[config.mk]
export PLATFORM = sky130hd
export DESIGN_NAME = dlf_front
export DESIGN_NICKNAME = d
export VERILOG_FILES = /design/src/design/dlf_pkg.sv /design/src/design/dlf_front.sv
export SDC_FILE = /design/constraint.sdc
export NUM_CORES = 2
export LEC_CHECK = 0
export CAP_MARGIN = 20
export CORE_ASPECT_RATIO = 1.25
export CORE_MARGIN = 4
export CORE_UTILIZATION = 55
export DETAILED_ROUTE_END_ITERATION = 16
export DONT_BUFFER_PORTS = 1
export GPL_ROUTABILITY_DRIVEN = 1
export PLACE_DENSITY = 0.7
export SETUP_SLACK_MARGIN = 0.1
export SLEW_MARGIN = 20
export SYNTH_ARGS = -nofsm -noshare
export SYNTH_HDL_FRONTEND = slang
export SYNTH_SLANG_ARGS = --single-unit
[constraint.sdc]
create_clock -name clk -period 11.35 [get_ports clk]
set_input_delay 1.135 -clock clk [delete_from_list [all_inputs] [get_ports clk]]
set_output_delay 1.135 -clock clk [all_outputs]
set_load 0.005 [all_outputs]
[src/design/dlf_pkg.sv]
package dlf_pkg;

    // Fixed field widths
    localparam int COORD_BITS = 16;
    localparam int FRAC_BITS  = 8;
    localparam int DIAM_BITS  = 18;
    localparam int RAD_BITS   = DIAM_BITS - 1;
    localparam int ABS_BITS   = COORD_BITS;
    localparam int SQ_BITS    = 2 * ABS_BITS;
    localparam int SUM_BITS   = SQ_BITS + 2;
    localparam int DIST_BITS  = 25;
    localparam int WGT_BITS   = 16;
    localparam int SPAN_BITS  = RAD_BITS + FRAC_BITS;
    localparam int IDX_BITS   = 2;

    localparam logic [WGT_BITS-1:0] ONE_Q15 = 16'd32768;

    // Register indexes
    localparam logic [IDX_BITS-1:0] REG_INNER = 2'd0;
    localparam logic [IDX_BITS-1:0] REG_OUTER = 2'd1;

    // Weight class decided in the front part
    typedef enum logic [1:0] {
        CLS_ONE,
        CLS_ZERO,
        CLS_RAMP
    } cls_t;

    typedef struct packed {
        logic signed [COORD_BITS-1:0] ax;
        logic signed [COORD_BITS-1:0] ay;
        logic signed [COORD_BITS-1:0] az;
        logic signed [COORD_BITS-1:0] bx;
        logic signed [COORD_BITS-1:0] by;
        logic signed [COORD_BITS-1:0] bz;
    } in_word_t;

    typedef struct packed {
        logic [DIST_BITS-1:0] distance_q8;
        logic [WGT_BITS-1:0]  influence_q15;
    } out_word_t;

    typedef struct packed {
        logic [SUM_BITS-1:0] sum;
        cls_t                cls;
    } mid_word_t;

    // Values derived from the radii
    typedef struct packed {
        logic [SUM_BITS-1:0]  rin_sq;
        logic [SUM_BITS-1:0]  rout_sq;
        logic                 radii_equal;
        logic [RAD_BITS-1:0]  rout;
        logic [SPAN_BITS-1:0] span;
    } radii_t;

endpackage

[src/design/dlf_front.sv]
module dlf_front (
    input  logic               clk,
    input  logic               rst_n,
    input  logic               en,
    input  logic               take,
    input  dlf_pkg::in_word_t  item,
    input  dlf_pkg::radii_t    radii,
    output logic               mid_wr,
    output dlf_pkg::mid_word_t mid_word
);

    logic                          s0_valid_reg, s1_valid_reg, s2_valid_reg;
    logic [dlf_pkg::ABS_BITS-1:0]  ux_reg, uy_reg, uz_reg;
    logic [dlf_pkg::SQ_BITS-1:0]   qx_reg, qy_reg, qz_reg;
    logic [dlf_pkg::SUM_BITS-1:0]  sum_reg;
    logic signed [dlf_pkg::COORD_BITS:0] dx, dy, dz;

    // coordinate differences, sign-extended by one bit
    assign dx = {item.bx[dlf_pkg::COORD_BITS-1], item.bx}
              - {item.ax[dlf_pkg::COORD_BITS-1], item.ax};
    assign dy = {item.by[dlf_pkg::COORD_BITS-1], item.by}
              - {item.ay[dlf_pkg::COORD_BITS-1], item.ay};
    assign dz = {item.bz[dlf_pkg::COORD_BITS-1], item.bz}
              - {item.az[dlf_pkg::COORD_BITS-1], item.az};

    // valid bits
    always_ff @(posedge clk or negedge rst_n)
    begin
        if (!rst_n)
        begin
            s0_valid_reg <= 1'b0;
            s1_valid_reg <= 1'b0;
            s2_valid_reg <= 1'b0;
        end
        else if (en)
        begin
            s0_valid_reg <= take;
            s1_valid_reg <= s0_valid_reg;
            s2_valid_reg <= s1_valid_reg;
        end
    end

    // abs diff, square, sum
    always_ff @(posedge clk)
    begin
        if (en)
        begin
            ux_reg  <= dlf_pkg::ABS_BITS'(dx[dlf_pkg::COORD_BITS] ? -dx : dx);
            uy_reg  <= dlf_pkg::ABS_BITS'(dy[dlf_pkg::COORD_BITS] ? -dy : dy);
            uz_reg  <= dlf_pkg::ABS_BITS'(dz[dlf_pkg::COORD_BITS] ? -dz : dz);
            qx_reg  <= ux_reg * ux_reg;
            qy_reg  <= uy_reg * uy_reg;
            qz_reg  <= uz_reg * uz_reg;
            sum_reg <= dlf_pkg::SUM_BITS'(qx_reg) + dlf_pkg::SUM_BITS'(qy_reg)
                     + dlf_pkg::SUM_BITS'(qz_reg);
        end
    end

    // classify against the squared radii
    always_comb
    begin
        mid_word.sum = sum_reg;
        if (sum_reg < radii.rin_sq)
        begin
            mid_word.cls = dlf_pkg::CLS_ONE;
        end
        else if (sum_reg > radii.rout_sq)
        begin
            mid_word.cls = dlf_pkg::CLS_ZERO;
        end
        else if (radii.radii_equal)
        begin
            mid_word.cls = dlf_pkg::CLS_ONE;
        end
        else
        begin
            mid_word.cls = dlf_pkg::CLS_RAMP;
        end
    end

    assign mid_wr = en && s2_valid_reg;

endmodule

# Yosys cells after proc, flatten, opt, wreduce, memory -nomap -nowiden
# Index checks and enable logic that the tools add are counted.
dict set report totals {
  register_bits 181
  in_bits 211
  elab_cells 30
}
dict set report op_classes {
  add_sub_neg 8
  multipliers 3
  order_cmp 2
  muxes 6
  reduce_logical 1
}
# op count
set op_table {}
lappend op_table {{multiplier 16 x 16 -> 32 bit} 3}
lappend op_table {{subtractor 16 x 16 -> 17 bit} 3}
lappend op_table {{two-way mux 16 bit} 3}
lappend op_table {{negator 16 bit} 3}
lappend op_table {{adder 33 x 32 -> 34 bit} 1}
lappend op_table {{greater-than comparator 34 bit} 1}
lappend op_table {{less-than comparator 34 bit} 1}
lappend op_table {{adder 32 x 32 -> 33 bit} 1}
lappend op_table {{two-way mux 2 bit} 3}
lappend op_table {{logical AND 1 bit} 1}

# Depth between registers and ports, before layout
dict set report logic_depth {
  depth_word 3
  depth_mapped 25
}

# Worst setup path after synthesis
# OpenSTA, ideal clock, no wires.
dict set report synth_path {
  kind {reg-to-reg}
  start {reg uz_reg[8] (netlist name)}
  end {reg qz_reg[30] (netlist name) (data pin)}
  arrival_time_ns 6.092
  path_slack_ns 4.994
  path_stages_with_launch 25
  n_path_buf 1
  path_cell_list {edfxtp_1 clkbuf_1 nand2_1 inv_1 fa_1 inv_1 fa_1 inv_1 fa_1 inv_1 fa_1 inv_1 fa_1 inv_1 fa_1 inv_1 ha_1 nand2_1 a2111oi_0 nor2_1 a21oi_1 a21oi_1 o21ai_0 a221oi_1 xnor2_1}
}
dict set report synth_between {
  elab_chain_cells 1
}
# item line
set synth_rtl {}
lappend synth_rtl {{start, declared} dlf_front.sv:13} ;# logic [dlf_pkg::ABS_BITS-1:0] ux_reg, uy_reg, uz_reg;
lappend synth_rtl {{start signal, assigned} dlf_front.sv:50} ;# uz_reg <= dlf_pkg::ABS_BITS'(dz[dlf_pkg::COORD_BITS] ? -dz : dz);
lappend synth_rtl {{multiplier 16 x 16 -> 32 bit} dlf_front.sv:53} ;# qz_reg <= uz_reg * uz_reg;
lappend synth_rtl {{end signal, assigned} dlf_front.sv:53}
lappend synth_rtl {{end, declared} dlf_front.sv:14} ;# logic [dlf_pkg::SQ_BITS-1:0] qx_reg, qy_reg, qz_reg;
# No other way between the ends.
# A chain may end at the register's enable or synchronous reset.

# Final worst setup path
# Ends and elaborated chain as after synthesis.

==> metrics <==
first-pass GRT wire length=124000 µm; count of input and output buffers=0; CP startpoint=uz_reg[8]; Die W=232 µm; CP required=11560 ps; commonest cells in the netlist=inv_1 (878), fa_1 (521), ha_1 (454); setup TNS=0 ps; fin worst setup slack=3920 ps; max reg flops=34; Multi-input gate area=0.0256 mm²; via/cell ratio=5.44; Hold Fails Final Rpt=0; Pins Over Slew Limit=0; Seq/Total Area, Yosys=0.155; RSZ-0062 raised after global routing=false; share of cells above drive strength 1=0.0237; prevailing post-synth register cell=edfxtp_1; CTS Sinks=178; Startpoint Class=flop; register area=0.00533 mm²; Initial Utilization=0.555; clk_skew=17.3 ps; 1st-iter DRT viols=979; Tightest Pin Transition=1050 ps; IO Count=248; Yosys reg bits=178; wire length after detailed routing=73500 µm; Placement Setup Slack=3960 ps; DIE AREA=0.0667 mm²; Max-slew headroom=0.282; Max FO, Critical Path=16; largest net degree at the start of global routing=180; top post-synthesis cells by area=fa_1 (30%), ha_1 (16%), edfxtp_1 (15%); fin nets=4808; CP Capture Type=flop; global route overflow=0; root buffer cell=clkbuf_16; crit path kind=reg -> reg; Mean Syn Cell Area=9.38 µm²; worst reg2reg startpoint=uz_reg[8]; initial antenna violation count=3; antenna-violating nets left=0; TritonCTS clock tree=built; routability cong.=0.860; # fillers=5459; # resized after CTS=0; total of max-cap violations=0; worst hold path class=in -> async; htree depth=4; run status=finished, final reports clean; Final min period=7430 ps; core footprint=0.0620 mm²; achievable frequency=135 MHz; GRT Total Usage=0.230; Pre-antenna DRT Iters=5; vias in the first global route=25900; Syn Std Cell Area=0.0344 mm²; Post-synth EDFFs=175; fraction of registers with async set/reset=0.0169; clk slew on worst S/H paths=70 ps; # Post-CTS Setup Buffers=0; Clock Latency Late Sink=470 ps; DPL Wire Length=61200 µm; WL/cell=16.4 µm; Synth Instances=3672; DR vias=24300; Unique masters post-synth=77; Synth area leader=fa_1; die height=288 µm; crit share post-route=0.654; Yosys warning count=0; Setup violations, final=0; Syn-to-layout area delta=4.13%; # rows=102; CTS Buffer Depth=2; CTS buffer count=17; DRC violations left=0; Post-CTS Hold Buffers=0; count leader, synth=inv_1; Synth top area share=0.303; Worst Path Arrival=7630 ps
-- layout make-up --
| cell class | count | share of cell area |
|---|---|---|
| clock inverter | 15 | 0.00534 |
| clock buffer | 17 | 0.0119 |
| antenna | 2 | 0.000140 |
| tap | 832 | 0.0290 |
| timing repair buffer | 2 | 0.000419 |
| inverter | 878 | 0.0919 |
| multi-input combinational | 2545 | 0.713 |
| sequential | 178 | 0.149 |
-- cells by family (layout without fill, tap and decap cells) --
kind of cell | Yosys count | after routing | share of synthesized area
adders and majority gates | 975 | 975 | 0.468
buffers and inverters | 951 | 912 | 0.104
and+or+nand+nor | 856 | 856 | 0.121
AOI/OAI and AO/OA | 502 | 502 | 0.0988
xor gates and xnor gates | 194 | 194 | 0.0493
DFF | 178 | 178 | 0.155
muxes | 15 | 15 | 0.00476
other | 1 | 5 | 0.000109
-- worst max-delay path: stages (launching register included) --
cell	delay [ps]
edfxtp_1	730
nand2_1	250
inv_1	90
fa_1	530
inv_1	50
fa_1	530
inv_1	50
fa_1	510
inv_1	60
fa_1	530
inv_1	50
fa_1	470
inv_1	50
fa_1	470
inv_1	50
ha_1	400
nand2_1	120
a2111oi_0	840
nor2_1	110
a21oi_1	340
a21oi_1	180
o21ai_0	430
a221oi_1	170
xnor2_1	150
-- path summary, 6_finish.rpt --
path	to	slack, ps	cells past startpoint
min in group clk	s1_valid_reg	510	1
max in group asynchronous	s0_valid_reg	10920	0
setup / recovery	qz_reg[30]	3920	23
setup reg to reg	qz_reg[30]	3920	23
hold reg to reg	s1_valid_reg	510	1
hold / removal	s1_valid_reg	360	0
-- stage by stage --
stage	hold WS, ps	cells	area, µm²	util
3_5_place_dp	495	4435	35200	0.568
2_1_floorplan	472	3674	34400	-
5_1_grt	335	4467	35900	0.578
3_3_place_gp	488	4435	35200	0.568
6_report	364	4469	35900	0.578
4_1_cts	330	4467	35800	0.578
-- cells in the final DEF, fill, tap and decap left out, types with 45 or more instances in the layout --
cell type  instances
o21ai_0           71
edfxtp_1         175
xor2_1            64
xnor2_1          130
a21o_1            82
inv_1            878
nand2_1          314
nor2_1           143
fa_1             521
ha_1             454
nand3_1           45
and2_1           139
a21oi_1          142
-- routing by layer --
metal / wire (µm) / track usage / up-vias
li1: - / - / 11700
met1: 29300 / 0.270 / 12100
met3: 3030 / 0.0341 / 126
met5: 41 / 0 / -
met2: 39000 / 0.430 / 475
met4: 2070 / 0.0722 / 6
Power is not shown: default switching activity piles up to over one toggle a cycle in this logic, so the estimate is an artifact.
