## config.mk

```make
export PLATFORM = sky130hd
export DESIGN_NAME = dlf_back
export DESIGN_NICKNAME = d
export VERILOG_FILES = /design/src/design/dlf_pkg.sv /design/src/design/dlf_back.sv
export SDC_FILE = /design/constraint.sdc
export NUM_CORES = 2
export LEC_CHECK = 0
export BUFFER_PORTS_ARGS = -buffer_cell sky130_fd_sc_hd__clkbuf_2
export CAP_MARGIN = 10
export CELL_PAD_IN_SITES_DETAIL_PLACEMENT = 1
export CELL_PAD_IN_SITES_GLOBAL_PLACEMENT = 2
export CORE_ASPECT_RATIO = 0.9
export CORE_MARGIN = 1.5
export CORE_UTILIZATION = 40
export CTS_CLUSTER_SIZE = 28
export DETAILED_ROUTE_END_ITERATION = 10
export MAX_ROUTING_LAYER = met4
export PLACE_DENSITY = 0.86
export SYNTH_ARGS = -nofsm -noshare
export SYNTH_HDL_FRONTEND = slang
export SYNTH_SLANG_ARGS = --single-unit
```

## constraint.sdc

```tcl
create_clock -name clk -period 3.89 [get_ports clk]
set_input_delay 1.167 -clock clk [delete_from_list [all_inputs] [get_ports clk]]
set_output_delay 1.167 -clock clk [all_outputs]
set_load 0.02 [all_outputs]
```

## src/design/dlf_pkg.sv

```systemverilog
package dlf_pkg;

    // Fixed field widths
    localparam int COORD_BITS = 16;
    localparam int FRAC_BITS  = 8;
    localparam int DIAM_BITS  = 18;
    localparam int RAD_BITS   = DIAM_BITS - 1;
    localparam int ABS_BITS   = COORD_BITS;
    localparam int SQ_BITS    = 2 * ABS_BITS;
    localparam int SUM_BITS   = SQ_BITS + 2;
    localparam int DIST_BITS  = 25;
    localparam int WGT_BITS   = 16;
    localparam int SPAN_BITS  = RAD_BITS + FRAC_BITS;
    localparam int IDX_BITS   = 2;

    localparam logic [WGT_BITS-1:0] ONE_Q15 = 16'd32768;

    // Register indexes
    localparam logic [IDX_BITS-1:0] REG_INNER = 2'd0;
    localparam logic [IDX_BITS-1:0] REG_OUTER = 2'd1;

    // Weight class decided in the front part
    typedef enum logic [1:0] {
        CLS_ONE,
        CLS_ZERO,
        CLS_RAMP
    } cls_t;

    typedef struct packed {
        logic signed [COORD_BITS-1:0] ax;
        logic signed [COORD_BITS-1:0] ay;
        logic signed [COORD_BITS-1:0] az;
        logic signed [COORD_BITS-1:0] bx;
        logic signed [COORD_BITS-1:0] by;
        logic signed [COORD_BITS-1:0] bz;
    } in_word_t;

    typedef struct packed {
        logic [DIST_BITS-1:0] distance_q8;
        logic [WGT_BITS-1:0]  influence_q15;
    } out_word_t;

    typedef struct packed {
        logic [SUM_BITS-1:0] sum;
        cls_t                cls;
    } mid_word_t;

    // Values derived from the radii
    typedef struct packed {
        logic [SUM_BITS-1:0]  rin_sq;
        logic [SUM_BITS-1:0]  rout_sq;
        logic                 radii_equal;
        logic [RAD_BITS-1:0]  rout;
        logic [SPAN_BITS-1:0] span;
    } radii_t;

endpackage

```

## src/design/dlf_back.sv

```systemverilog
module dlf_back (
    input  logic               clk,
    input  logic               rst_n,
    input  logic               en,
    input  logic               mid_empty,
    input  dlf_pkg::mid_word_t mid_word,
    input  dlf_pkg::radii_t    radii,
    output logic               mid_rd,
    output logic               out_wr,
    output dlf_pkg::out_word_t out_word
);

    localparam int RAD_W    = 2 * dlf_pkg::DIST_BITS;
    localparam int ROOT_W   = dlf_pkg::DIST_BITS;
    localparam int REM_W    = ROOT_W + 3;
    localparam int SQ_STEPS = ROOT_W;
    localparam int DV_STEPS = dlf_pkg::WGT_BITS;
    localparam int DREM_W   = dlf_pkg::SPAN_BITS + 1;

    // square root pipeline, one result bit per stage
    logic                sq_valid_reg [SQ_STEPS+1];
    logic [RAD_W-1:0]    sq_rad_reg   [SQ_STEPS+1];
    logic [REM_W-1:0]    sq_rem_reg   [SQ_STEPS+1];
    logic [ROOT_W-1:0]   sq_root_reg  [SQ_STEPS+1];
    dlf_pkg::cls_t       sq_cls_reg   [SQ_STEPS+1];

    // divider pipeline, one quotient bit per stage
    logic                dv_valid_reg [DV_STEPS+1];
    logic [DREM_W-1:0]   dv_rem_reg   [DV_STEPS+1];
    logic [DV_STEPS-1:0] dv_q_reg     [DV_STEPS+1];
    logic [ROOT_W-1:0]   dv_root_reg  [DV_STEPS+1];
    dlf_pkg::cls_t       dv_cls_reg   [DV_STEPS+1];

    assign mid_rd = en && !mid_empty;

    // sqrt entry: radicand is the sum scaled by 2^(2*FRAC_BITS)
    always_ff @(posedge clk)
    begin
        if (en)
        begin
            sq_rad_reg[0]  <= RAD_W'({mid_word.sum, {(2 * dlf_pkg::FRAC_BITS){1'b0}}});
            sq_rem_reg[0]  <= '0;
            sq_root_reg[0] <= '0;
            sq_cls_reg[0]  <= mid_word.cls;
        end
    end

    always_ff @(posedge clk or negedge rst_n)
    begin
        if (!rst_n)
        begin
            sq_valid_reg[0] <= 1'b0;
        end
        else if (en)
        begin
            sq_valid_reg[0] <= mid_rd;
        end
    end

    for (genvar i = 0; i < SQ_STEPS; i++)
    begin : g_sq
        logic [REM_W-1:0] rem_sh;
        logic [REM_W-1:0] trial;

        assign rem_sh = {sq_rem_reg[i][REM_W-3:0], sq_rad_reg[i][RAD_W-1 -: 2]};
        assign trial  = REM_W'({sq_root_reg[i], 2'b01});

        always_ff @(posedge clk or negedge rst_n)
        begin
            if (!rst_n)
            begin
                sq_valid_reg[i+1] <= 1'b0;
            end
            else if (en)
            begin
                sq_valid_reg[i+1] <= sq_valid_reg[i];
            end
        end

        always_ff @(posedge clk)
        begin
            if (en)
            begin
                sq_rad_reg[i+1] <= sq_rad_reg[i] << 2;
                sq_cls_reg[i+1] <= sq_cls_reg[i];
                if (rem_sh >= trial)
                begin
                    sq_rem_reg[i+1]  <= rem_sh - trial;
                    sq_root_reg[i+1] <= {sq_root_reg[i][ROOT_W-2:0], 1'b1};
                end
                else
                begin
                    sq_rem_reg[i+1]  <= rem_sh;
                    sq_root_reg[i+1] <= {sq_root_reg[i][ROOT_W-2:0], 1'b0};
                end
            end
        end
    end

    // divider entry: numerator is outer radius minus distance
    always_ff @(posedge clk)
    begin
        if (en)
        begin
            dv_rem_reg[0]  <= DREM_W'({radii.rout, {dlf_pkg::FRAC_BITS{1'b0}}})
                            - DREM_W'(sq_root_reg[SQ_STEPS]);
            dv_q_reg[0]    <= '0;
            dv_root_reg[0] <= sq_root_reg[SQ_STEPS];
            dv_cls_reg[0]  <= sq_cls_reg[SQ_STEPS];
        end
    end

    always_ff @(posedge clk or negedge rst_n)
    begin
        if (!rst_n)
        begin
            dv_valid_reg[0] <= 1'b0;
        end
        else if (en)
        begin
            dv_valid_reg[0] <= sq_valid_reg[SQ_STEPS];
        end
    end

    for (genvar j = 0; j < DV_STEPS; j++)
    begin : g_dv
        logic [DREM_W-1:0] r;
        logic [DREM_W-1:0] span;
        logic              ge;

        // first step tests the unit bit, later steps shift in a zero
        if (j == 0)
        begin : g_first
            assign r = dv_rem_reg[j];
        end
        else
        begin : g_rest
            assign r = {dv_rem_reg[j][DREM_W-2:0], 1'b0};
        end

        assign span = DREM_W'(radii.span);
        assign ge   = (r >= span);

        always_ff @(posedge clk or negedge rst_n)
        begin
            if (!rst_n)
            begin
                dv_valid_reg[j+1] <= 1'b0;
            end
            else if (en)
            begin
                dv_valid_reg[j+1] <= dv_valid_reg[j];
            end
        end

        always_ff @(posedge clk)
        begin
            if (en)
            begin
                dv_rem_reg[j+1]  <= ge ? r - span : r;
                dv_q_reg[j+1]    <= {dv_q_reg[j][DV_STEPS-2:0], ge};
                dv_root_reg[j+1] <= dv_root_reg[j];
                dv_cls_reg[j+1]  <= dv_cls_reg[j];
            end
        end
    end

    // final weight selection
    always_comb
    begin
        out_word.distance_q8 = dv_root_reg[DV_STEPS];
        case (dv_cls_reg[DV_STEPS])
            dlf_pkg::CLS_ONE:  out_word.influence_q15 = dlf_pkg::ONE_Q15;
            dlf_pkg::CLS_ZERO: out_word.influence_q15 = '0;
            dlf_pkg::CLS_RAMP: out_word.influence_q15 = dv_q_reg[DV_STEPS];
            default:           out_word.influence_q15 = '0;
        endcase
    end

    assign out_wr = en && dv_valid_reg[DV_STEPS];

endmodule

```

After elaboration in Yosys (flattened, before gate mapping)
Memory sizes are Yosys's and may differ from the RTL's. Cells that the tools add are included.

Flip-flop bits (word level): 43. Bits in writable memories: 3851. Input bits: 151. Output and inout port bits: 43. Logic and storage cells: 408. Memories: 8.

Add/subtract/negate cells: 42. $lt $le $gt $ge: 41. Equality and inequality tests: 1. Multiplexer cells: 219. Bitwise gates (word level): 50. Reduce and logical (&&, ||, !) cells: 4.

Memories: sq_rad_reg (depth 26, width 48, read ports 25, clocked after memory_dff 0, write ports 26, RTL line dlf_back.sv:22) `logic [RAD_W-1:0] sq_rad_reg [SQ_STEPS+1];`; sq_rem_reg (depth 26, width 28, read ports 25, clocked after memory_dff 0, write ports 26, RTL line dlf_back.sv:23) `logic [REM_W-1:0] sq_rem_reg [SQ_STEPS+1];`; sq_root_reg (depth 26, width 25, read ports 26, clocked after memory_dff 0, write ports 26, RTL line dlf_back.sv:24) `logic [ROOT_W-1:0] sq_root_reg [SQ_STEPS+1];`; dv_rem_reg (depth 17, width 26, read ports 16, clocked after memory_dff 0, write ports 17, RTL line dlf_back.sv:29) `logic [DREM_W-1:0] dv_rem_reg [DV_STEPS+1];`; dv_root_reg (depth 17, width 25, read ports 17, clocked after memory_dff 0, write ports 17, RTL line dlf_back.sv:31) `logic [ROOT_W-1:0] dv_root_reg [DV_STEPS+1];`; dv_q_reg (depth 17, width 16, read ports 17, clocked after memory_dff 0, write ports 17, RTL line dlf_back.sv:30) `logic [DV_STEPS-1:0] dv_q_reg [DV_STEPS+1];`; 2 more memories.

Operators with widths (number): $ge 28x27->1 (25); $mux 28 (25); $sub 28x27->28 (25); $mux 25 (25); $ge 26x25->1 (16); $mux 26 (16); $sub 26x25->26 (16); $mux 1 (152); $or 1x1->1 (50); $pmux 16 s2 (1); $sub 25x25->26 (1); $eq 2x2->1 const B (1); $logic_and 1x1->1 (2); $logic_not 2->1 (1); $logic_not 1->1 (1).

Longest topological paths before layout
An unclocked memory read counts as a cell.

Word-level depth: 6. Mapped depth: 14. Depth with buffers taken out: 13.

Worst setup path after synthesis
No wires, ideal clock.

Path type: in2reg. Start: in radii[7] in the netlist's numbering. End: mem dv_rem_reg[0][346] in the netlist's numbering, data pin. Setup time: 0.260 ns. Arrival time: 4.342 ns. Required time: 3.630 ns. Slack: -0.712 ns. Stages: 14. Buffers on the path: 3. Path through: inv_1 ha_1 clkbuf_1 a21oi_1 o21ai_0 a21o_1 a21oi_1 a211oi_1 o41a_1 a31oi_1 o21a_1 clkbuf_1 buf_2 mux2_2.

RTL lines: start: declaration (RTL line dlf_back.sv:7) `input dlf_pkg::radii_t radii,`; end: declaration (RTL line dlf_back.sv:29).

==> impl_results.md <==
* Outcome: finished clean
* Total gr overflow at 0
* Simple-gate area share of the yosys netlist at 0.100
* Compound-Gate Fraction of Synth Area at 0.117
* Clock Skew at 0.0700 ns
* Clock slew at reported path FFs at 0.06 ns
* Bufs on Longest Clock Path at 4
* DP HPWL at 223000 um
* Maximum vdd drop at 0.482 mV
* Fin. Hold Viols at 0
* Number of synthesized flops with an enable pin at 2259
* Root Driver: clkbuf_16
* Async SR Flop Fraction at 0.0187
* Crit Reg-Reg Endpoint: sq_rem_reg[1][157]
* Worst Tran Pin Value at 0.993 ns
* Placed cell count at 14.4k
* Total track usage at 0.205
* Startpoint types: primary input
* Fin. max-slew vios at 0
* DRT Wirelength at 299000 um
* Gate Count Post-Synth at 9514
* Hold Startpoint: dv_root_reg[0][3]
* Die height at 516 um
* Final Wtd Congestion at 0.889
* Post-synthesis adder-cell area fraction at 0.0846
* Kind of critical path: primary input to flip-flop
* Largest family of logic cells by synthesized area: compound AO/OA/AOI/OAI gates
* Share of the synthesized area in the top cell type at 0.580
* Core Area at 291000 sq um
* Initial Util at 0.402
* Antenna Nets Post-Route at 0
* FP Rows at 188
* DRT iter0 DRCs at 4457
* Relative slew slack at 0.321
* Critical path endpoint category: flip-flop
* Pre-CTS setup slack at -0.898 ns
* Worst R2R Start: sq_rem_reg[1][112]
* Largest fanout on the critical path at 11
* Final worst path period share at 0.976
* Post-synth net total at 10.4k
* Die width at 573 um
* P_leak at 55.5 nW
* Synthesized flop and latch total at 2303
* Post-Syn Area per Cell at 12.3 sq um
* Top Ports at 194
* Largest cells by area after synthesis: edfxtp_1 (58%), ha_1 (8.1%), xnor2_1 (2.9%)
* Post-synthesis mux area share at 0.0237
* Worst Hold Class: flip-flop to flip-flop
* Layout cells sized above 1 at 0.183
* Die ar. at 295000 sq um
* Cell taking the most area after synthesis: edfxtp_1
* Synthesis-to-finish area growth at 19.4%
* Largest net degree at the start of global routing at 177
* Clk Latency, worst-skew pair at 0.88 ns
* DR DRC count at 0
* Setup-failing EPs final at 0
* Worst EP required at 4.47 ns
* Vias per cell at 5.29
* # fillers at 30.2k
* Critical path arrival at 4.37 ns
* Fin crit period at 3.79 ns
* WL/cell at 20.1 um
* Top_reg_cell synth: edfxtp_1
* Synth unique cells at 92
* Synth Area in XOR/XNOR at 0.0565
* Min-Delay Endpoint: dv_root_reg[0][28]
* Sequential area share after synthesis at 0.590
* Max_cap viols at 0
* Worst R2R Setup Slack at 0.13 ns
* Final Non-Filler Cells at 14.9k
* CTS tree: yes
* IO buf count at 124
* Vias at 78.6k
* First-pass GRT wire length at 471000 um
* Fmax at 264 MHz
* Hold Worst Slack at 0.386 ns
* Hold Path Stages at 0
* Final Core Density at 0.480
* Netlist Area Pre-Place at 117000 sq um
* CTS Sinks at 2303
* Largest register FFs at 582
* Power per cell area at 699 nW/um^2
* Antenna violations before repair at 7
* Vias in the first global route at 84.3k
* Fin nets at 11.7k
* CTS Buf Count at 266
* Drt pass-1 iters at 5
* RSZ-0062 raised after global routing: no
* R2R cell count at 13
* H-tree Lvls at 5
* Syn. warnings at 0
* PnR worst setup slack at 0.0951 ns
worst max-delay path: stages:
cell	delay (ns)
clkbuf_2	0.19
buf_4	0.23
fa_1	0.44
nand2b_1	0.15
a21boi_0	0.28
o21ai_1	0.18
a211o_1	0.32
a211o_1	0.32
a211o_1	0.35
a31oi_4	0.16
buf_4	0.22
mux2_2	0.35
placed cells by master, fill, tap and decap left out, drive strengths merged, types with 111 or more instances in the layout:
cell | synthesis | final
nand3 | 175 | 175
nand2b | 111 | 111
nor2 | 592 | 592
nor3 | 204 | 204
mux2 | 233 | 233
edfxtp | 2259 | 2259
buf | 39 | 1100
inv | 606 | 610
o21a | 136 | 136
xor2 | 364 | 364
o21ai | 595 | 595
xnor2 | 390 | 390
nand2 | 675 | 675
clkbuf | 193 | 437
a21o | 284 | 284
a21oi | 596 | 596
ha | 755 | 755
per-stage QoR:
step / power [mW] / cell area (sq um) / setup TNS (ns)
floorplan: 58.1 / 117000 / -24.34
global placement: 71.3 / 131000 / -202.31
detailed placement: 72.9 / 131000 / -233.72
CTS: 98.3 / 139000 / 0
global route: 103 / 140000 / 0
finish: 97.5 / 140000 / 0
cells by family after synthesis:
group,count (synthesis)
multiplexers,248
AO/OA/AOI/OAI,2188
adder cells (fa/ha/maj),777
flip-flops,2303
buffers and inverters,840
XOR/XNOR,754
AND/OR/NAND/NOR,2404
cells in the mapped netlist, drive strengths merged, types with 75 or more instances:
cell    number
a21o       284
a21oi      596
a31oi       77
clkbuf     193
edfxtp    2259
ha         755
inv        606
mux2       233
nand2      675
nand2b     111
nand3      175
nand4       75
nor2       592
nor2b      102
nor3       204
nor4        98
o21a       136
o21ai      595
xnor2      390
xor2       364
worst max path at each step:
stage          cells past startpoint  slack (ns)          startpoint                  to
6_report                          12         0.1            radii[1]  dv_rem_reg[0][224]
5_1_grt                           13        0.01            radii[1]  dv_rem_reg[0][260]
4_1_cts                           13        0.03  sq_rem_reg[1][112]  sq_rem_reg[1][157]
3_5_place_dp                      13       -0.90            radii[1]  dv_rem_reg[0][361]
3_3_place_gp                      13       -0.85            radii[1]  dv_rem_reg[0][361]
2_1_floorplan                     11       -0.27            radii[2]  dv_rem_reg[0][276]
where the power goes:
| part | total (mW) | switching, mW | internal [mW] |
|---|---|---|---|
| Sequential | 36.6 | 3.07 | 33.5 |
| Clock | 24.7 | 10.1 | 14.5 |
| Combinational | 36.3 | 18.7 | 17.6 |
| Total | 97.5 | 31.9 | 65.7 |
area by class of cell:
cell class	instances	area [sq um]	area share
Antenna cell	2	5.00	0.0000359
Clock buffer	314	7030	0.0504
Clock inverter	151	1450	0.0104
Inverter	608	2320	0.0166
Multi-Input combinational cell	6371	45300	0.324
Sequential cell	2303	68900	0.494
Tap cell	3895	4870	0.0349
Timing Repair Buffer	1223	9730	0.0697
metal layers:
layer	vias to the layer above	track usage	share of wire
met5	-	-	0
met4	0	0.0536	0.026
met3	472	0.0204	0.029
met2	1099	0.358	0.50
met1	39200	0.253	0.44
li1	37900	-	-
what timing repair did:
item	CTS	global route
pin swaps	0	13
hold buffers	0	0
buffers inserted	1	8
setup endpoints to repair	25	189
gates resized for setup	5	32
Note: power is estimated with default switching activity, not from simulation.
