## src/design/dlf_fifo.sv

```systemverilog
module dlf_fifo #(
    parameter int WIDTH = 8,
    parameter int DEPTH = 4
) (
    input  logic             clk,
    input  logic             rst_n,
    input  logic             wr,
    input  logic [WIDTH-1:0] wr_data,
    input  logic             rd,
    output logic [WIDTH-1:0] rd_data,
    output logic             full,
    output logic             empty
);

    localparam int PW = (DEPTH > 1) ? $clog2(DEPTH) : 1;
    localparam int CW = $clog2(DEPTH + 1);

    logic [WIDTH-1:0] mem [DEPTH];
    logic [PW-1:0]    wr_ptr_reg;
    logic [PW-1:0]    rd_ptr_reg;
    logic [CW-1:0]    count_reg;

    assign full    = (count_reg == CW'(DEPTH));
    assign empty   = (count_reg == '0);
    assign rd_data = mem[rd_ptr_reg];

    // storage
    always_ff @(posedge clk)
    begin
        if (wr)
        begin
            mem[wr_ptr_reg] <= wr_data;
        end
    end

    // pointers and fill count
    always_ff @(posedge clk or negedge rst_n)
    begin
        if (!rst_n)
        begin
            wr_ptr_reg <= '0;
            rd_ptr_reg <= '0;
            count_reg  <= '0;
        end
        else
        begin
            if (wr)
            begin
                wr_ptr_reg <= (wr_ptr_reg == PW'(DEPTH - 1)) ? '0 : wr_ptr_reg + 1'b1;
            end
            if (rd)
            begin
                rd_ptr_reg <= (rd_ptr_reg == PW'(DEPTH - 1)) ? '0 : rd_ptr_reg + 1'b1;
            end
            if (wr && !rd)
            begin
                count_reg <= count_reg + 1'b1;
            end
            else if (rd && !wr)
            begin
                count_reg <= count_reg - 1'b1;
            end
        end
    end

endmodule

```

## config.mk

```make
export PLATFORM = sky130hd
export DESIGN_NAME = dlf_fifo
export DESIGN_NICKNAME = d
export VERILOG_FILES = /design/src/design/dlf_fifo.sv
export SDC_FILE = /design/constraint.sdc
export NUM_CORES = 1
export LEC_CHECK = 0
export BUFFER_PORTS_ARGS = -buffer_cell sky130_fd_sc_hd__buf_2
export CAP_MARGIN = 20
export CORE_UTILIZATION = 40
export CTS_BUF_LIST = sky130_fd_sc_hd__clkbuf_4 sky130_fd_sc_hd__clkbuf_8
export CTS_CLUSTER_DIAMETER = 50
export DETAILED_ROUTE_END_ITERATION = 7
export HOLD_SLACK_MARGIN = 0.1
export PLACE_DENSITY = 0.56
export SLEW_MARGIN = 0
export SYNTH_ARGS = -nofsm -noshare
export SYNTH_HDL_FRONTEND = slang
export SYNTH_SLANG_ARGS = --single-unit
```

## constraint.sdc

```tcl
create_clock -name clk -period 3.8 [get_ports clk]
set_input_delay 0.38 -clock clk [delete_from_list [all_inputs] [get_ports clk]]
set_output_delay 0.38 -clock clk [all_outputs]
set_load 0.01 [all_outputs]
```

# Word level (Yosys, flattened, before mapping)
# Memory sizes are Yosys's and may differ from the RTL's.
# Index checks and enable logic that the tools add are counted.
# totals
out_inout_bits,10
ramBits,32
mem_count,1
ff_bits,7
in_bits,12
wordCells,23
# op_classes
n_reduce_logical,6
n_addsub,4
n_eq_ne,3
muxes,6
# mem_list
name,words,word_bits,read_ports,rd_clocked_by_memory_dff,wr,line,source
mem,4,8,1,0,1,18,logic [WIDTH-1:0] mem [DEPTH];
# ops
cell,count
3-bit two-way mux,2
"2-bit by 1-bit adder with 2-bit output, second input constant",2
"2-bit equality test, second input constant",2
2-bit two-way mux,2
"3-bit by 1-bit adder with 3-bit output, second input constant",1
"3-bit equality test, second input constant",1
3-bit zero test,1
"3-bit by 1-bit subtractor with 3-bit output, second input constant",1
1-bit logical AND,2
1-bit zero test,2
1-bit two-way mux,2
2-bit nonzero test,1

# Logic depth before layout (Yosys ltp)
# Gate-level depths: netlist of the first run.
# logic_depth
ltp_word,4
mapped_depth,7
depth_no_buf,7

# Worst setup path before layout of the first run
# Ideal clock, no wire load.
# synth_path
kind,input to register
startpoint,input rd
endpoint,register count_reg[2]
slack_ns,2.355
arrival_ns,1.366
required_ns,3.721
setup_ns,0.079
stages,7
n_path_buf,0
cell_sequence,inv_1 > ha_1 > inv_1 > fa_1 > xor2_1 > nor2_1 > xor2_1
# synth_between
elab_chain_len,3
elab_cells_between_ends,5
classes_between,1 x mux; 4 x reduce/logical
# synth_rtl
item,line,source
"start, declared",9,"input logic rd,"
1-bit zero test,55,if (wr && !rd)
1-bit logical AND,55,
3-bit two-way mux or 2-bit nonzero test (tied branches),--,
"end signal, assigned",57,count_reg <= count_reg + 1'b1;
"end signal, assigned",61,count_reg <= count_reg - 1'b1;
"end, declared",21,logic [CW-1:0] count_reg;
# Several ways; a longest one is shown, not always the timed one.
# A chain may end at the register's enable or synchronous reset.

# Final worst setup path of the first run
# layout_path
startpoint,register rd_ptr_reg[0]
endpoint,output rd_data[4]
# layout_between
elab_chain_len,1
# layout_rtl
item,line,source
"start, declared",20,logic [PW-1:0] rd_ptr_reg;
"start signal, assigned",53,rd_ptr_reg <= (rd_ptr_reg == PW'(DEPTH - 1)) ? '0 : rd_ptr_reg + 1'b1;
memory read 4 x 8 bit,--,
"end, declared",10,"output logic [WIDTH-1:0] rd_data,"
# Every way passes these cells.

==> impl_summary.log, run 1 <==
[metrics] Avg Synthesized Cell Area: 19.88 µm²
[metrics] Row Count: 22
[metrics] number of remaining DRC errors: 0
[metrics] antenna violations before repair: 0
[metrics] buffer type at the clock tree root: clkbuf_8
[metrics] Port Buf Inserts: 21
[metrics] highest-delay cell along the critical path: dfrtp_1
[metrics] number of clock buffers inserted by TritonCTS: 5
[metrics] outcome: complete, no violations
[metrics] number of maximum-capacitance violations: 0
[metrics] part of the cycle the worst path needs: 56.65%
[metrics] vias in the first global route: 809
[metrics] fill cell total of the finished layout: 317
[metrics] die outline area: 4180 µm²
[metrics] commonest cells after routing, fill and taps aside: edfxtp_1 (32), buf_2 (21), mux4_2 (8)
[metrics] number of cell instances on the worst register-to-register path: 2
[metrics] r2r endpoint: rd_ptr_reg[1]
[metrics] Lkg Pwr: 0.6886 nW
[metrics] worst-case vdd ir drop: 0.0003440 V
[metrics] remaining number of nets flagged by the antenna check after routing: 0
[metrics] Clk pin slew, worst setup/hold paths: 0.07 ns
[metrics] maximum clock path buffer count: 2
[metrics] placeable core region: 3716 µm²
[metrics] unrepaired setup endpoints after global routing: false
[metrics] final sum of negative setup slack: 0 ns
[metrics] sort of element at the start of the critical path: register
[metrics] Data required, critical path: 3.42 ns
[metrics] per-cell routed wire length: 15.32 µm
[metrics] Achievable Freq: 464.5 MHz
[metrics] maximum number of pins on one net before global-route repair: 13
[metrics] Pins Over Slew Limit: 0
[metrics] detailed router's first-iteration violation count: 33
[metrics] proportion of layout cells with a drive suffix above 1: 37.38%
[metrics] relative contribution of combinational cells to total power: 26.8%
[metrics] number of synthesized register bits: 39
[metrics] kind of critical path: reg -> out
[metrics] number of instances in the synthesized netlist: 79
[metrics] total wire length after detailed routing: 2.375 mm
[metrics] cell-internal power: 0.0009074 W
[metrics] CP Cell Sequence: mux4_2 -> buf_2
[metrics] I/O Pins: 22
[metrics] via count: 749
[metrics] Fin Clk Skew: 0.006541 ns
[metrics] final setup vio count: 0
[metrics] number of iterations in the first detailed-routing pass: 3
[metrics] vias per cell: 4.832
[metrics] minimum setup slack in the final design: 1.647 ns
[metrics] starting density of the core: 42.26%
[metrics] Final Hold Violating Endpoints: 0
[metrics] cell area after synthesis: 1570 µm²
[metrics] sequential element share of the synthesized area: 72.35%
[metrics] final estimated routing congestion in global placement: 0.6618
[metrics] power share of the clock group: 22.1%
[metrics] most common cell after layout, fill and taps aside: edfxtp_1
[metrics] postcts setup bufs: 0
[metrics] first-pass GRT wire length: 4.036 mm
[metrics] relative slew slack: 57.86%
[metrics] NetSw: 0.0003730 W
[metrics] maximum fanout along the worst path: 11
[metrics] yosys warns: 0
[metrics] count of cell types in the netlist: 18
[metrics] fin nets: 125
[metrics] Critical Path AT: 1.77 ns
[metrics] Diodes inserted: 0
[metrics] worst reg-to-reg setup slack: 2.34 ns
[metrics] remaining global-route overflow: 0
[metrics] Final min period: 2.153 ns
[metrics] fraction of power spent switching nets: 29.13%
[metrics] Worst setup EP type: output pin
[metrics] startpoint of the worst register-to-register path: rd_ptr_reg[0]
[metrics] vertical die dimension: 64.66 µm
[metrics] placement-stage worst setup slack: 1.935 ns
[metrics] area grow syn2layout: 16.18%
[metrics] depth of the CTS H-tree: 2
[metrics] peak per-stage delay on the critical path: 0.75 ns
[metrics] Min-Delay Path Depth: 1
[metrics] flip-flop count of the largest register, all copies and words added: 32
[metrics] destination of the worst hold path: mem[1][3]
[metrics] Clk Latency, worst-skew pair: 0.28 ns
[metrics] worst-margin pin slew: 0.6321 ns
[metrics] Num Clock Sinks: 39
[metrics] Final HPWL DP: 1.636 mm
[metrics] Hold Crit Class: in -> reg
[metrics] HP Start: wr_data[3]
[metrics] P per Cell Area: 701.9 nW/µm²
[metrics] die span in x: 64.66 µm
[metrics] number of nets produced by synthesis: 98
[metrics] part of the total power dissipated in sequential elements: 51.1%
[metrics] CTS tree: yes
[metrics] total track usage: 14.04%
final cells by class:
cell class / instances / area (µm²) / area share [%]
sequential: 39 / 1136 / 62.28
multi-input combinational: 33 / 399.1 / 21.88
timing repair buffer: 22 / 115.1 / 6.310
clock buffer: 7 / 90.09 / 4.938
tap: 48 / 60.06 / 3.292
inverter: 5 / 18.77 / 1.029
clock inverter: 1 / 5.005 / 0.2743
worst max-delay path: cells and delay by family, from the launching register on:
kind | cells | cell delay [ns]
multiplexers | 1 | 0.59
buffers and inverters | 1 | 0.15
flip-flops | 1 | 0.75
cells in the mapped netlist:
cell / n / area share, %
nand3_1: 1 / 0.32
nor3b_1: 1 / 0.48
inv_1: 5 / 1.2
and2_1: 4 / 1.6
buf_2: 1 / 0.32
edfxtp_1: 32 / 61
fa_1: 1 / 1.3
dfrtp_1: 7 / 11
o21ai_0: 2 / 0.64
nor2_1: 2 / 0.48
nor3_1: 1 / 0.32
ha_1: 6 / 4.8
mux2_2: 3 / 2.2
xnor2_1: 1 / 0.56
xor2_1: 2 / 1.1
buf_6: 1 / 0.72
mux4_2: 8 / 11
nand2_1: 1 / 0.24
metrics by stage:
| step | total power (W) | std cells | cell area (µm²) | utilization, % | hold WS [ns] |
|---|---|---|---|---|---|
| floorplan | 0.0008981 | 79 | 1570 | - | 0.08441 |
| finish | 0.001280 | 155 | 1824 | 49.09 | 0.3068 |
| global route | 0.001364 | 155 | 1824 | 49.09 | 0.3056 |
| global placement | 0.001001 | 146 | 1719 | 46.26 | 0.2284 |
| detailed placement | 0.001018 | 146 | 1719 | 46.26 | 0.2334 |
| CTS | 0.001303 | 155 | 1824 | 49.09 | 0.2988 |
power by group through the flow:
stage	Clock, W	Sequential, W	Combinational, W
final	0.000283	0.000655	0.000343
after global routing	0.000306	0.000674	0.000384
after CTS	0.000291	0.000659	0.000353
after detailed placement	0	0.000668	0.000351
after global placement	0	0.000661	0.000340
after floorplan	0	0.000606	0.000293
worst max path at each step:
stage             startpoint           end  slack (ns)  cells after the start
2_1_floorplan             rd  count_reg[2]        2.35                      7
5_1_grt        rd_ptr_reg[0]    rd_data[4]        1.54                      2
3_5_place_dp   rd_ptr_reg[0]    rd_data[4]        1.94                      2
4_1_cts        rd_ptr_reg[0]    rd_data[4]        1.62                      2
3_3_place_gp   rd_ptr_reg[0]    rd_data[4]        1.94                      2
6_report       rd_ptr_reg[0]    rd_data[4]        1.65                      2
cells by family (layout without fill, tap and decap cells):
logic type               after synthesis  count (layout)  synth area share, %
XOR/XNOR                               3               3                1.674
AND/OR/NAND/NOR                       10              10                3.426
adder cells (fa/ha/maj)                7               7                6.056
flip-flops                            39              39                72.35
multiplexers                          11              11                13.63
buffers and inverters                  7              35                2.231
AO/OA/AOI/OAI                          2               2               0.6375
timing repair:
action                                 in CTS  in global routing
gates resized for setup                     0                  0
endpoints found under the hold margin       7                  0
hold buffers                                1                  0
setup endpoints to repair                   0                  0
metal layers:
metal	part of all wire [%]	wire [µm]	global-route usage, %
met2	48	1138	21.18
met5	0	0	0
met3	4.5	107	4.577
met1	45	1077	17.98
met4	2.2	52	7.500
Note: power is estimated with default switching activity, not from simulation.
==> inputs of run 2 (changes only) <==
- clock period: 3.8 -> 2.16 ns (I/O delays scaled with it)
==> impl_summary.log, run 2 (synthesis results as in run 1) <==
[metrics] outcome: complete, no violations
[metrics] vias per cell: 4.968
[metrics] Placed Instances: 146
[metrics] startpoint of the worst register-to-register path: rd_ptr_reg[0]
[metrics] Critical Path AT: 1.76 ns
[metrics] r2r endpoint: rd_ptr_reg[1]
[metrics] proportion of layout cells with a drive suffix above 1: 37.38%
[metrics] Port Buf Inserts: 21
[metrics] cell-internal power: 0.001579 W
[metrics] number of cell instances on the worst register-to-register path: 2
[metrics] remaining global-route overflow: 0
[metrics] commonest cells after routing, fill and taps aside: edfxtp_1 (32), buf_2 (21), mux4_2 (8)
[metrics] part of the cycle the worst path needs: 91.35%
[metrics] final setup vio count: 0
[metrics] Num Clock Sinks: 39
[metrics] Clk Latency, worst-skew pair: 0.28 ns
[metrics] starting density of the core: 42.26%
[metrics] first-pass GRT wire length: 4.105 mm
[metrics] Resized cells post-CTS: 0
[metrics] P per Cell Area: 1228 nW/µm²
[metrics] remaining number of nets flagged by the antenna check after routing: 0
[metrics] Final min period: 1.973 ns
[metrics] Diodes inserted: 0
[metrics] die outline area: 4180 µm²
[metrics] placeable core region: 3716 µm²
[metrics] hold buffer count at cts: 1
[metrics] Final HPWL DP: 1.623 mm
[metrics] detailed router's first-iteration violation count: 11
[metrics] Data required, critical path: 1.94 ns
[metrics] Min-Delay Path Depth: 1
[metrics] maximum number of pins on one net before global-route repair: 12
[metrics] buffer type at the clock tree root: clkbuf_8
[metrics] Achievable Freq: 506.8 MHz
[metrics] relative contribution of combinational cells to total power: 27.3%
[metrics] flip-flop count of the largest register, all copies and words added: 32
[metrics] worst-margin pin slew: 0.6136 ns
[metrics] CTS tree: yes
[metrics] Lkg Pwr: 0.6860 nW
[metrics] per-cell routed wire length: 15.60 µm
[metrics] kind of critical path: reg -> out
[metrics] worst reg-to-reg setup slack: 0.72 ns
[metrics] number of clock buffers inserted by TritonCTS: 5
[metrics] power share of the clock group: 21.2%
[metrics] I/O Pins: 22
[metrics] Hold Crit Class: in -> reg
[metrics] number of remaining DRC errors: 0
[metrics] Fin Clk Skew: 0.001738 ns
[metrics] maximum clock path buffer count: 2
[metrics] NetSw: 0.0006534 W
[metrics] maximum fanout along the worst path: 11
[metrics] final estimated routing congestion in global placement: 0.6620
[metrics] number of maximum-capacitance violations: 0
[metrics] depth of the CTS H-tree: 2
[metrics] postcts setup bufs: 0
[metrics] sort of element at the start of the critical path: register
[metrics] Worst setup EP type: output pin
[metrics] most common cell after layout, fill and taps aside: edfxtp_1
[metrics] destination of the worst hold path: mem[0][2]
[metrics] vertical die dimension: 64.66 µm
[metrics] total track usage: 14.57%
[metrics] fraction of power spent switching nets: 29.27%
[metrics] antenna violations before repair: 0
[metrics] total wire length after detailed routing: 2.418 mm
[metrics] unrepaired setup endpoints after global routing: false
[metrics] part of the total power dissipated in sequential elements: 51.5%
[metrics] final cell count without fillers: 155
[metrics] via count: 770
[metrics] worst-case vdd ir drop: 0.0005530 V
[metrics] vias in the first global route: 826
[metrics] die span in x: 64.66 µm
[metrics] fin nets: 125
[metrics] placement-stage worst setup slack: 0.4510 ns
[metrics] number of iterations in the first detailed-routing pass: 4
[metrics] minimum setup slack in the final design: 0.1869 ns
[metrics] HP Start: wr_data[2]
[metrics] relative slew slack: 59.09%
[metrics] Clk pin slew, worst setup/hold paths: 0.07 ns
[metrics] Row Count: 22
[metrics] Pins Over Slew Limit: 0
[metrics] final sum of negative setup slack: 0 ns
[metrics] Final Hold Violating Endpoints: 0
[metrics] area grow syn2layout: 15.78%
run 2: critical path, stage by stage, from the launching register on:
cell and delay (ns):
dfrtp_1 0.73, mux4_2 0.59, buf_2 0.15
run 2: worst max path at each step:
stage	startpoint	endpoint	slack (ns)
2_1_floorplan	count_reg[0]	count_reg[2]	0.86
3_3_place_gp	rd_ptr_reg[0]	rd_data[4]	0.46
3_5_place_dp	rd_ptr_reg[0]	rd_data[5]	0.45
4_1_cts	rd_ptr_reg[0]	rd_data[3]	0.14
5_1_grt	rd_ptr_reg[0]	rd_data[3]	0.06
6_report	rd_ptr_reg[0]	rd_data[5]	0.19
run 2: layout make-up:
| cell class | instances | area, µm² |
|---|---|---|
| timing repair buffer | 22 | 115.1 |
| fill | 322 | 1898 |
| multi-input combinational | 33 | 399.1 |
| sequential | 39 | 1136 |
| clock inverter | 1 | 5.005 |
| inverter | 5 | 18.77 |
| tap | 48 | 60.06 |
| clock buffer | 7 | 83.83 |
run 2: through the flow:
stage	hold WS (ns)	power, W	cell area [µm²]	utilization, %
3_3_place_gp	0.06432	0.001761	1719	46.26
6_report	0.1463	0.002233	1818	48.92
4_1_cts	0.1394	0.002270	1818	48.92
5_1_grt	0.1370	0.002390	1818	48.92
3_5_place_dp	0.06930	0.001792	1719	46.26
2_1_floorplan	-0.07959	0.001580	1570	-
run 2: power by group through the flow:
| stage | Combinational (W) | Sequential (W) | Clock (W) |
|---|---|---|---|
| after floorplan | 0.000515 | 0.00107 | 0 |
| after global placement | 0.000598 | 0.00116 | 0 |
| after detailed placement | 0.000618 | 0.00117 | 0 |
| after CTS | 0.000624 | 0.00116 | 0.000489 |
| after global routing | 0.000683 | 0.00119 | 0.000521 |
| final | 0.000609 | 0.00115 | 0.000473 |
run 2: per-layer routing:
layer / vias to the layer above / routed length (µm) / global-route usage [%]
met5: - / 0 / 0
met1: 389 / 1033 / 17.72
met3: 5 / 109 / 5.282
met4: 0 / 53 / 7.500
met2: 22 / 1222 / 22.76
li1: 354 / - / -
==> inputs of run 3 (changes only) <==
- CORE_ASPECT_RATIO: unset -> 1.75
==> impl_summary.log, run 3 (synthesis results as in run 1) <==
[metrics] power share of the clock group: 21.6%
[metrics] final non-filler cell area: 1815 µm²
[metrics] Hold Crit Class: in -> reg
[metrics] vertical die dimension: 84.89 µm
[metrics] die outline area: 4190 µm²
[metrics] CTS tree: yes
[metrics] final estimated routing congestion in global placement: 0.6498
[metrics] die span in x: 49.36 µm
[metrics] placement-stage worst setup slack: 0.4764 ns
[metrics] cell-internal power: 0.001575 W
[metrics] Resized cells post-CTS: 0
[metrics] vias per cell: 4.850
[metrics] Final HPWL DP: 1.626 mm
[metrics] Num Clock Sinks: 39
[metrics] proportion of layout cells with a drive suffix above 1: 37.38%
[metrics] unrepaired setup endpoints after global routing: false
[metrics] Lkg Pwr: 0.6860 nW
[metrics] vias in the first global route: 797
[metrics] per-cell routed wire length: 14.75 µm
[metrics] final setup vio count: 0
[metrics] sort of element at the start of the critical path: register
[metrics] minimum setup slack in the final design: 0.2407 ns
[metrics] I/O Pins: 22
[metrics] antenna violations before repair: 0
[metrics] Worst setup EP type: output pin
[metrics] area after detailed placement: 1717 µm²
[metrics] placeable core region: 3701 µm²
[metrics] worst-margin pin slew: 0.5738 ns
[metrics] remaining number of nets flagged by the antenna check after routing: 0
[metrics] NetSw: 0.0006347 W
[metrics] area grow syn2layout: 15.62%
[metrics] starting density of the core: 42.43%
[metrics] total wire length after detailed routing: 2.257 mm
[metrics] maximum clock path buffer count: 2
[metrics] Clk pin slew, worst setup/hold paths: 0.07 ns
[metrics] Critical Path AT: 1.70 ns
[metrics] Data required, critical path: 1.94 ns
[metrics] kind of critical path: reg -> out
[metrics] first-pass GRT wire length: 3.684 mm
[metrics] part of the total power dissipated in sequential elements: 51.7%
[metrics] final sum of negative setup slack: 0 ns
[metrics] depth of the CTS H-tree: 2
[metrics] Fin Clk Skew: 0.004735 ns
[metrics] worst-case vdd ir drop: 0.0006422 V
[metrics] detailed router's first-iteration violation count: 13
[metrics] Row Count: 29
[metrics] Pins Over Slew Limit: 0
[metrics] buffer type at the clock tree root: clkbuf_8
[metrics] Clk Latency, worst-skew pair: 0.28 ns
[metrics] cell family contributing the most delay on the critical path: flip-flops
[metrics] Final min period: 1.919 ns
[metrics] peak per-stage delay on the critical path: 0.71 ns
[metrics] highest-delay cell along the critical path: dfrtp_1
[metrics] P per Cell Area: 1217 nW/µm²
[metrics] maximum fanout along the worst path: 11
[metrics] part of the cycle the worst path needs: 88.85%
[metrics] outcome: complete, no violations
[metrics] via count: 742
[metrics] Power Total: 0.002209 W
[metrics] number of iterations in the first detailed-routing pass: 3
[metrics] number of remaining DRC errors: 0
[metrics] postcts setup bufs: 0
[metrics] Achievable Freq: 521.0 MHz
[metrics] relative slew slack: 61.75%
[metrics] Port Buf Inserts: 21
[metrics] commonest cells after routing, fill and taps aside: edfxtp_1 (32), buf_2 (21), mux4_2 (8)
[metrics] tightest hold margin: 0.1487 ns
[metrics] flip-flop count of the largest register, all copies and words added: 32
[metrics] CP Cell Sequence: mux4_2 -> buf_2
[metrics] relative contribution of combinational cells to total power: 26.8%
[metrics] number of clock buffers inserted by TritonCTS: 5
[metrics] fraction of power spent switching nets: 28.73%
[metrics] Diodes inserted: 0
[metrics] CP Buf/Inv Count: 1
[metrics] maximum number of pins on one net before global-route repair: 12
[metrics] fin nets: 125
[metrics] remaining global-route overflow: 0
[metrics] total track usage: 12.65%
[metrics] Final Hold Violating Endpoints: 0
[metrics] most common cell after layout, fill and taps aside: edfxtp_1
[metrics] number of maximum-capacitance violations: 0
[metrics] fill cell total of the finished layout: 349
-- run 3: cell counts in the layout (fill, tap and decap cells not counted) --
No cell type changed its count.
-- run 3: through the flow --
stage | std cells | utilization, %
finish | 153 | 49.05
global route | 153 | 49.05
CTS | 153 | 49.05
detailed placement | 144 | 46.38
global placement | 144 | 46.38
floorplan | 79 | -
-- run 3: worst paths after layout --
| check | to | slack, ns | cells after the start | from |
|---|---|---|---|---|
| hold / removal | mem[0][7] | 0.15 | 1 | wr_data[7] |
| hold reg to reg | count_reg[2] | 0.49 | 1 | count_reg[2] |
| setup reg to reg | rd_ptr_reg[1] | 0.76 | 2 | rd_ptr_reg[0] |
| min in group asynchronous | count_reg[1] | 0.29 | 2 | rst_n |
| max in group asynchronous | wr_ptr_reg[1] | 1.71 | 2 | rst_n |
| setup / recovery | rd_data[2] | 0.24 | 2 | rd_ptr_reg[0] |
-- run 3: area by class of cell --
cell class,instances,area [µm²],area share (%)
sequential,39,1136,62.58
clock buffer,7,83.83,4.618
clock inverter,1,5.005,0.2757
tap,46,57.56,3.170
inverter,5,18.77,1.034
multi-input combinational,33,399.1,21.98
timing repair buffer,22,115.1,6.340
-- run 3: per-layer routing --
metal	share of wire (%)	vias to the layer above	GRT usage (%)	routed length, µm
li1	-	352	-	-
met1	38	368	12.82	857
met2	55	17	21.92	1240
met3	4.8	5	4.480	108
met4	2.3	0	7.219	51
met5	0	-	0	0
-- run 3: repair_timing --
item	CTS	global route
hold buffers	1	0
endpoints found under the hold margin	7	0
endpoints found under the setup margin	0	0
-- run 3: power by group through the flow --
stage	clock network, W	registers (W)	logic [W]
floorplan	0	0.00107	0.000515
global placement	0	0.00116	0.000596
detailed placement	0	0.00117	0.000605
CTS	0.000494	0.00115	0.000607
global route	0.000519	0.00118	0.000656
finish	0.000476	0.00114	0.000591
-- run 3: worst reg2reg max path: stages (launching register included) --
cell     delay [ns]
dfrtp_1        0.71
ha_1           0.33
mux2_2         0.26
